===== config.mk =====
export PLATFORM = sky130hd
export DESIGN_NAME = min_distance_unique_selector
export DESIGN_NICKNAME = d
export VERILOG_FILES = /design/src/sv/mdus_pkg.sv /design/src/sv/mdus_ctrl.sv /design/src/sv/mdus_datapath.sv /design/src/sv/min_distance_unique_selector.sv
export VERILOG_INCLUDE_DIRS = /design/src /design/src/sv
export SDC_FILE = /design/constraint.sdc
export NUM_CORES = 2
export LEC_CHECK = 0
export BUFFER_PORTS_ARGS = -buffer_cell sky130_fd_sc_hd__buf_4
export CAP_MARGIN = 20
export CORE_ASPECT_RATIO = 1.75
export CORE_MARGIN = 4
export CORE_UTILIZATION = 39
export CTS_BUF_LIST = sky130_fd_sc_hd__clkbuf_16
export CTS_CLUSTER_SIZE = 25
export DETAILED_ROUTE_END_ITERATION = 16
export PLACE_DENSITY = 0.54
export SLEW_MARGIN = 10
export SYNTH_ARGS = -nofsm -noshare
export SYNTH_HDL_FRONTEND = slang
export SYNTH_SLANG_ARGS = --single-unit

===== constraint.sdc =====
create_clock -name clk_i -period 5.27 [get_ports clk_i]
set_input_delay 0.2635 -clock clk_i [delete_from_list [all_inputs] [get_ports clk_i]]
set_output_delay 0.2635 -clock clk_i [all_outputs]
set_load 0.1 [all_outputs]

===== src/sv/assert_macros.svh =====
// Assertion macros used by the top level RTL file of the selector.
`ifndef ASSERT_MACROS_SVH
`define ASSERT_MACROS_SVH

`ifndef SYNTHESIS

// Concurrent assertion on a clock, switched off while the reset is asserted.
`define ASSERT_CLK_RST(label, clk, rst_n, prop) \
  label: assert property (@(posedge clk) disable iff (!rst_n) prop) \
    else $error("assertion failed");

// Concurrent assertion on a clock that is checked in every cycle.
`define ASSERT_CLK(label, clk, prop) \
  label: assert property (@(posedge clk) prop) \
    else $error("assertion failed");

`else

`define ASSERT_CLK_RST(label, clk, rst_n, prop)
`define ASSERT_CLK(label, clk, prop)

`endif

`endif


===== src/sv/mdus_pkg.sv =====
// Package with the types and constants of the minimum distance selector.
`timescale 1ns / 1ps

package mdus_pkg;

  // Value and configuration widths.
  localparam int unsigned VAL_W         = 24;
  localparam int unsigned CFG_W         = 24;
  localparam int unsigned CFG_IDX_W     = 2;
  localparam int unsigned MAX_KEPT_DEF  = 64;

  // Reset value of the circular period.
  localparam logic [VAL_W-1:0] WRAP_PERIOD_RST = '1;

  // Configuration register indexes.
  typedef enum logic [CFG_IDX_W-1:0] {
    CFG_MIN_DIST    = 2'd0,
    CFG_WRAP_EN     = 2'd1,
    CFG_WRAP_PERIOD = 2'd2
  } cfg_idx_e;

  // Controller states.
  typedef enum logic [1:0] {
    ST_IDLE   = 2'd0,
    ST_SCAN   = 2'd1,
    ST_WAIT   = 2'd2,
    ST_FINISH = 2'd3
  } mdus_state_e;

  // Commands from the controller to the datapath.
  typedef struct packed {
    logic load;    // capture a new transaction
    logic issue;   // read the next stored value
    logic finish;  // decide, store and report
  } mdus_cmd_t;

  // Status from the datapath to the controller.
  typedef struct packed {
    logic scan_done;  // every stored value has been read
  } mdus_status_t;

endpackage


===== src/sv/mdus_ctrl.sv =====
// Controller state machine of the minimum distance selector.
`timescale 1ns / 1ps

module mdus_ctrl import mdus_pkg::*; (
  input  logic         clk_i,
  input  logic         rst_ni,
  input  logic         start,
  output logic         busy,
  input  mdus_status_t status_i,
  output mdus_cmd_t    cmd_o
);

  mdus_state_e state_q, state_d;

  // State register.
  always_ff @(posedge clk_i or negedge rst_ni) begin
    if (!rst_ni) begin
      state_q <= ST_IDLE;
    end else begin
      state_q <= state_d;
    end
  end

  // Next state and commands. The scan issues one read per cycle; the wait
  // state lets the last compare leave the two-stage compare pipeline.
  always_comb begin
    state_d = state_q;
    cmd_o   = '0;
    busy    = 1'b1;
    case (state_q)
      ST_IDLE: begin
        busy = 1'b0;
        if (start) begin
          cmd_o.load = 1'b1;
          state_d    = ST_SCAN;
        end
      end
      ST_SCAN: begin
        if (status_i.scan_done) begin
          state_d = ST_WAIT;
        end else begin
          cmd_o.issue = 1'b1;
        end
      end
      ST_WAIT: begin
        state_d = ST_FINISH;
      end
      ST_FINISH: begin
        cmd_o.finish = 1'b1;
        state_d      = ST_IDLE;
      end
      default: begin
        state_d = ST_IDLE;
      end
    endcase
  end

endmodule


===== src/sv/mdus_datapath.sv =====
// Datapath of the minimum distance selector: registers, table memory, compare pipe.
`timescale 1ns / 1ps

module mdus_datapath import mdus_pkg::*; #(
  parameter int unsigned MAX_KEPT = MAX_KEPT_DEF
) (
  input  logic                 clk_i,
  input  logic                 rst_ni,
  input  logic                 cfg_we_i,
  input  logic [CFG_IDX_W-1:0] cfg_addr_i,
  input  logic [CFG_W-1:0]     cfg_wdata_i,
  input  logic [VAL_W-1:0]     candidate_value_i,
  input  logic                 group_start_i,
  input  mdus_cmd_t            cmd_i,
  output mdus_status_t         status_o,
  output logic                 result_valid_o,
  output logic                 kept_o,
  output logic                 table_overflow_o
);

  localparam int unsigned CNT_W = $clog2(MAX_KEPT + 1);
  localparam int unsigned IDX_W = (MAX_KEPT > 1) ? $clog2(MAX_KEPT) : 1;

  // Configuration registers.
  logic [VAL_W-1:0] min_dist_q;
  logic             wrap_en_q;
  logic [VAL_W-1:0] wrap_period_q;

  // Per-transaction registers.
  logic [VAL_W-1:0]        cand_q;
  logic signed [VAL_W:0]   limit_q;
  logic [CNT_W-1:0]        count_q, count_d;
  logic [CNT_W-1:0]        ptr_q;
  logic                    rd_vld_q, dist_vld_q;
  logic [VAL_W-1:0]        rdata_q;
  logic [VAL_W-1:0]        dist_q, dist_d;
  logic                    hit_q;
  logic                    close;
  logic                    kept, store;
  logic                    result_valid_q, kept_q, overflow_q;

  // Table of stored values.
  logic [VAL_W-1:0] mem_q [MAX_KEPT];

  // Configuration writes; an index outside the list is ignored.
  always_ff @(posedge clk_i or negedge rst_ni) begin
    if (!rst_ni) begin
      min_dist_q    <= '0;
      wrap_en_q     <= 1'b0;
      wrap_period_q <= WRAP_PERIOD_RST;
    end else if (cfg_we_i) begin
      case (cfg_idx_e'(cfg_addr_i))
        CFG_MIN_DIST:    min_dist_q    <= cfg_wdata_i[VAL_W-1:0];
        CFG_WRAP_EN:     wrap_en_q     <= cfg_wdata_i[0];
        CFG_WRAP_PERIOD: wrap_period_q <= cfg_wdata_i[VAL_W-1:0];
        default: ;
      endcase
    end
  end

  // Candidate and wrap limit, captured when a transaction is accepted.
  always_ff @(posedge clk_i) begin
    if (cmd_i.load) begin
      cand_q  <= candidate_value_i;
      limit_q <= $signed({1'b0, wrap_period_q}) - $signed({1'b0, min_dist_q});
    end
  end

  // Decision at the end of the scan.
  assign kept  = !hit_q;
  assign store = kept && (count_q < CNT_W'(MAX_KEPT));

  // Fill count: cleared by a group start, advanced when a value is stored.
  always_comb begin
    count_d = count_q;
    if (cmd_i.load && group_start_i) begin
      count_d = '0;
    end else if (cmd_i.finish && store) begin
      count_d = count_q + CNT_W'(1);
    end
  end

  // Read pointer, compare pipeline valids, and the accumulated hit flag.
  always_ff @(posedge clk_i or negedge rst_ni) begin
    if (!rst_ni) begin
      count_q    <= '0;
      ptr_q      <= '0;
      rd_vld_q   <= 1'b0;
      dist_vld_q <= 1'b0;
      hit_q      <= 1'b0;
    end else begin
      count_q    <= count_d;
      rd_vld_q   <= cmd_i.issue;
      dist_vld_q <= rd_vld_q;
      if (cmd_i.load) begin
        ptr_q <= '0;
        hit_q <= 1'b0;
      end else begin
        if (cmd_i.issue) begin
          ptr_q <= ptr_q + CNT_W'(1);
        end
        if (dist_vld_q && close) begin
          hit_q <= 1'b1;
        end
      end
    end
  end

  assign status_o.scan_done = (ptr_q == count_q);

  // Table memory: one write and one registered read per cycle.
  always_ff @(posedge clk_i) begin
    if (cmd_i.finish && store) begin
      mem_q[count_q[IDX_W-1:0]] <= cand_q;
    end
    if (cmd_i.issue) begin
      rdata_q <= mem_q[ptr_q[IDX_W-1:0]];
    end
  end

  // Absolute difference: both orders are formed and the positive one is kept.
  always_comb begin
    logic [VAL_W:0] diff_ab;
    logic [VAL_W:0] diff_ba;
    diff_ab = {1'b0, cand_q} - {1'b0, rdata_q};
    diff_ba = {1'b0, rdata_q} - {1'b0, cand_q};
    dist_d  = diff_ab[VAL_W] ? diff_ba[VAL_W-1:0] : diff_ab[VAL_W-1:0];
  end

  always_ff @(posedge clk_i) begin
    if (rd_vld_q) begin
      dist_q <= dist_d;
    end
  end

  // Too close when the distance is below the minimum, or in circular mode
  // when it exceeds the period minus the minimum (the wrapped distance is
  // then below the minimum).
  assign close = ({1'b0, dist_q} < {1'b0, min_dist_q}) ||
                 (wrap_en_q && ($signed({1'b0, dist_q}) > limit_q));

  // Result registers, shown for one cycle after the decision.
  always_ff @(posedge clk_i or negedge rst_ni) begin
    if (!rst_ni) begin
      result_valid_q <= 1'b0;
    end else begin
      result_valid_q <= cmd_i.finish;
    end
  end

  always_ff @(posedge clk_i) begin
    if (cmd_i.finish) begin
      kept_q     <= kept;
      overflow_q <= kept && !store;
    end
  end

  assign result_valid_o   = result_valid_q;
  assign kept_o           = kept_q;
  assign table_overflow_o = overflow_q;

endmodule


===== src/sv/min_distance_unique_selector.sv =====
// Top level of the minimum distance selector: controller, datapath and checks.
// Sequence: once a transaction is accepted, the values stored in the group are scanned, one
// table entry read per cycle; a wait state and a finish state follow, and result_valid_o
// is registered from the finish command. A new transaction waits until busy is low again.
// Reset clears the fill count, the controller and the configuration registers.
// The receiver cannot stall; each result is shown for exactly one cycle.
`timescale 1ns / 1ps
`include "assert_macros.svh"

module min_distance_unique_selector import mdus_pkg::*; #(
  parameter int unsigned MAX_KEPT = MAX_KEPT_DEF
) (
  input  logic                 clk_i,
  input  logic                 rst_ni,
  input  logic                 cfg_we_i,
  input  logic [CFG_IDX_W-1:0] cfg_addr_i,
  input  logic [CFG_W-1:0]     cfg_wdata_i,
  input  logic                 start,
  output logic                 busy,
  input  logic [VAL_W-1:0]     candidate_value_i,
  input  logic                 group_start_i,
  output logic                 result_valid_o,
  output logic                 kept_o,
  output logic                 table_overflow_o
);

  mdus_cmd_t    cmd;
  mdus_status_t status;

  // Controller.
  mdus_ctrl u_ctrl (
    .clk_i    (clk_i),
    .rst_ni   (rst_ni),
    .start    (start),
    .busy     (busy),
    .status_i (status),
    .cmd_o    (cmd)
  );

  // Datapath.
  mdus_datapath #(
    .MAX_KEPT (MAX_KEPT)
  ) u_datapath (
    .clk_i             (clk_i),
    .rst_ni            (rst_ni),
    .cfg_we_i          (cfg_we_i),
    .cfg_addr_i        (cfg_addr_i),
    .cfg_wdata_i       (cfg_wdata_i),
    .candidate_value_i (candidate_value_i),
    .group_start_i     (group_start_i),
    .cmd_i             (cmd),
    .status_o          (status),
    .result_valid_o    (result_valid_o),
    .kept_o            (kept_o),
    .table_overflow_o  (table_overflow_o)
  );

  // A result is shown only once the controller is free again.
  `ASSERT_CLK_RST(a_result_when_idle, clk_i, rst_ni, result_valid_o |-> !busy)
  // An overflow is only reported for a kept candidate.
  `ASSERT_CLK_RST(a_overflow_kept, clk_i, rst_ni,
                  (result_valid_o && table_overflow_o) |-> kept_o)
  // Each transaction gives a single one-cycle result strobe.
  `ASSERT_CLK_RST(a_single_strobe, clk_i, rst_ni, result_valid_o |=> !result_valid_o)
  // The controller issues at most one command per cycle.
  `ASSERT_CLK_RST(a_cmd_onehot, clk_i, rst_ni, $onehot0({cmd.load, cmd.issue, cmd.finish}))

endmodule

==> flow_summary.yaml <==
synthesis:
  synth_common_cells: "edfxtp_1 (1635), mux4_2 (504), ha_1 (125)"
  ys_seq_elements: 1704
  synth.most_common_cell: "edfxtp_1"
  synthArstFlopShare_pct: 4.05
  synth_cells: 3262
  synth.distinct_cells: 68
  synthFlopType: "edfxtp_1"
  synth-edff-count: 1635
  yosysTopAreaCell: "edfxtp_1"
  synth_nets: 3445
  synth_warnings: 0
  synthTopCellsByArea: "edfxtp_1 (71%), mux4_2 (16%), ha_1 (2.3%), dfrtp_1 (1.6%), dfstp_2 (0.91%)"
  synth_area_sq_um: 68900
  synth_top_area_share_pct: 71.2
  seq_area_frac_synth_pct: 73.8
  synth_area_per_cell_sq_um: 21.1
sta:
  finalCriticalPeriod_ps: 3760
  tns_ps: 0
  hold_viol: 0
  min_period_over_period_pct: 71.4
  skew_ps: 51.7
  worst_slew_pin_slew_ps: 1050
  rsz0062_at_grt: "false"
  relSlewSlack_pct: 29.6
  slew_violations: 0
  fmax_mhz: 266
  fin_ws_ps: 1510
  setup_viol: 0
grt:
  grt_antenna_before_repair: 4
  grt_pass1_wl_mm: 253
  overflow: 0
  grt_pass1_vias: 35200
  grtUsageTotal_pct: 18.9
  grt_max_degree: 100
clocking:
  clk_pin_slew_ps: 70
  htree_levels: 4
  cts_tree: "built"
  clock_sinks: 1704
  clock_tree.buffer_depth: 4
  insertion_delay_ps: 790
  cts_buffers: 157
  cts_root_buf: "clkbuf_16"
  post_cts_buffers: 0
detailed_routing:
  drc: 0
  viasPerCell: 5.55
  firstDrtPassIters: 7
  ant_nets: 0
  wl_mm: 174
  drt_iter0_drc: 2733
  drt-wirelength-per-cell_microns: 29.6
  via_count: 32700
outcome:
  status: "complete, no violations"
setup_path:
  critical_path.endpoint_type: "flip-flop"
  worst-path-max-fanout: 22
  cp-start-kind: "flip-flop"
  arrival_ps: 4280
  cp_data_required_time_ps: 5790
  crit_type: "flip-flop to flip-flop"
power:
  combinationalPowerShare_pct: 29.3
  p_sw_share_pct: 29.9
  p_int_w: 0.0274
  leakagePower_nw: 25.2
  pwr-share-seq_pct: 42.4
  power.clock.fraction_pct: 28.3
  powerDensity_nw_per_um2: 497
  irDropWorstVdd_mv: 0.357
  switching_power_w: 0.0117
die:
  core_sq_um: 175000
  start_util_pct: 39.3
  die_width_microns: 326
  fp-row-count: 203
  io_pins: 59
  die-area_sq_um: 184000
  die_y_microns: 564
layout:
  final_area_sq_um: 78700
  syn2layout_area_growth_pct: 14.2
  nNetsFinal: 3695
  fill_cells: 14700
  layout-drive-gt1-share_pct: 28.8
hold_path:
  hold_path_class: "primary input to flip-flop"
place:
  pre_cts_ws_ps: 1520
  hpwl_mm: 111
  dpl_cell_area_sq_um: 73200
  port_buffers: 58
  gp_congestion: 0.878
flow_run:
  max_cap_violations: 0
==> logic make-up after synthesis <==
kind of cell               count (synthesis)  synth area share, %
muxes                                    540                 17.0
xor gates and xnor gates                  58                0.737
buffers and inverters                    264                 1.59
and+or+nand+nor                          315                 2.18
adders and majority gates                128                 2.36
DFF                                     1704                 73.8
AOI/OAI and AO/OA                        253                 2.31
==> cell type report <==
class,instances,area (sq um),share of cell area (%)
antenna,2,5.00,0.00636
clock buffer,160,4000,5.09
clock inverter,115,883,1.12
inverter,114,429,0.545
multi-input combinational,1294,17500,22.2
sequential,1704,50900,64.6
tap,2255,2820,3.59
timing repair buffer,241,2230,2.83
==> power by group through the flow <==
stage,Sequential [W],Combinational [W],Clock (W)
CTS,0.0166,0.0116,0.0113
floorplan,0.0168,0.00791,0
global route,0.0166,0.0124,0.0119
finish,0.0166,0.0115,0.0111
detailed placement,0.0169,0.0116,0
global placement,0.0169,0.0115,0
==> registers in the layout, indices dropped and copies added (netlist names) <==
register,flops
u_datapath.dist_q,24
u_datapath.wrap_period_q,24
u_datapath.result_valid_o,1
u_datapath.ptr_q,7
u_datapath.hit_q,1
u_datapath.limit_q,25
u_datapath.min_dist_q,24
u_datapath.dist_vld_q,1
u_datapath.wrap_en_q,1
u_datapath.rdata_q,24
u_datapath.rd_vld_q,1
u_datapath.kept_o,1
u_datapath.table_overflow_o,1
u_datapath.mem_q,1536
u_datapath.cand_q,24
u_ctrl.state_q,2
u_datapath.count_q,7
==> per-layer routing <==
metal | vias to the layer above | GRT usage (%) | part of all wire [%]
met1 | 17800 | 21.2 | 36
li1 | 14000 | - | -
met3 | 256 | 2.02 | 3.1
met5 | - | 0 | 0.0075
met2 | 646 | 37.6 | 58
met4 | 2 | 5.48 | 2.9
==> stage by stage <==
step	std cells	hold WS, ps	total power (W)	utilization, %
3_5_place_dp	5554	443	0.0285	41.8
2_1_floorplan	3262	-32.1	0.0247	-
3_3_place_gp	5552	445	0.0284	41.8
5_1_grt	5885	103	0.0408	44.9
4_1_cts	5882	57.1	0.0396	44.9
6_report	5885	111	0.0391	44.9
==> worst max-delay path: stages (launching register included) <==
cell      delay, ps
edfxtp_1        390
ha_1            240
fa_1            400
nor2b_1         200
o211ai_1        200
a211o_1         330
and3_4          200
o31ai_4         700
buf_4           390
nand2_1          90
o22a_1          220
xor2_1          140
==> worst paths after layout <==
check / from / to / slack, ps / cells past startpoint
worst max-delay path: u_datapath.rdata_q[0]$_DFFE_PP_ / u_datapath.dist_q[23]$_DFFE_PP_ / 1510 / 11
max in group asynchronous: rst_ni / u_datapath.ptr_q[3]$_DFFE_PN0P_ / 4290 / 2
min in group asynchronous: rst_ni / u_datapath.min_dist_q[9]$_DFFE_PN0P_ / 230 / 2
worst min-delay path: cfg_addr_i[0] / u_datapath.min_dist_q[8]$_DFFE_PN0P_ / 110 / 5
worst max register to register: u_datapath.rdata_q[0]$_DFFE_PP_ / u_datapath.dist_q[23]$_DFFE_PP_ / 1510 / 11
worst min register to register: u_datapath.min_dist_q[0]$_DFFE_PN0P_ / u_datapath.min_dist_q[0]$_DFFE_PN0P_ / 540 / 1
==> repair_timing <==
action,CTS,global route
resized for setup,0,0
hold buffers,53,0
endpoints found under the hold margin,121,0
==> cells in the final DEF, fill, tap and decap left out, drive strengths merged, types with 12 or more instances in the layout <==
cell type	synthesis	routed
edfxtp	1635	1635
mux4	504	504
buf	64	188
clkbuf	86	160
inv	113	147
ha	125	125
nor2	122	122
a21oi	75	75
nand2	65	65
clkinv	1	64
o21ai	63	63
dlygate4sd3	0	53
dfrtp	45	45
a21o	33	33
xnor2	32	32
mux2	28	28
nand3	27	27
xor2	26	26
nor2b	24	24
dfstp	24	24
nand4	16	16
bufinv	0	14
a31oi	12	12
Note: power is estimated with default switching activity, not from simulation.
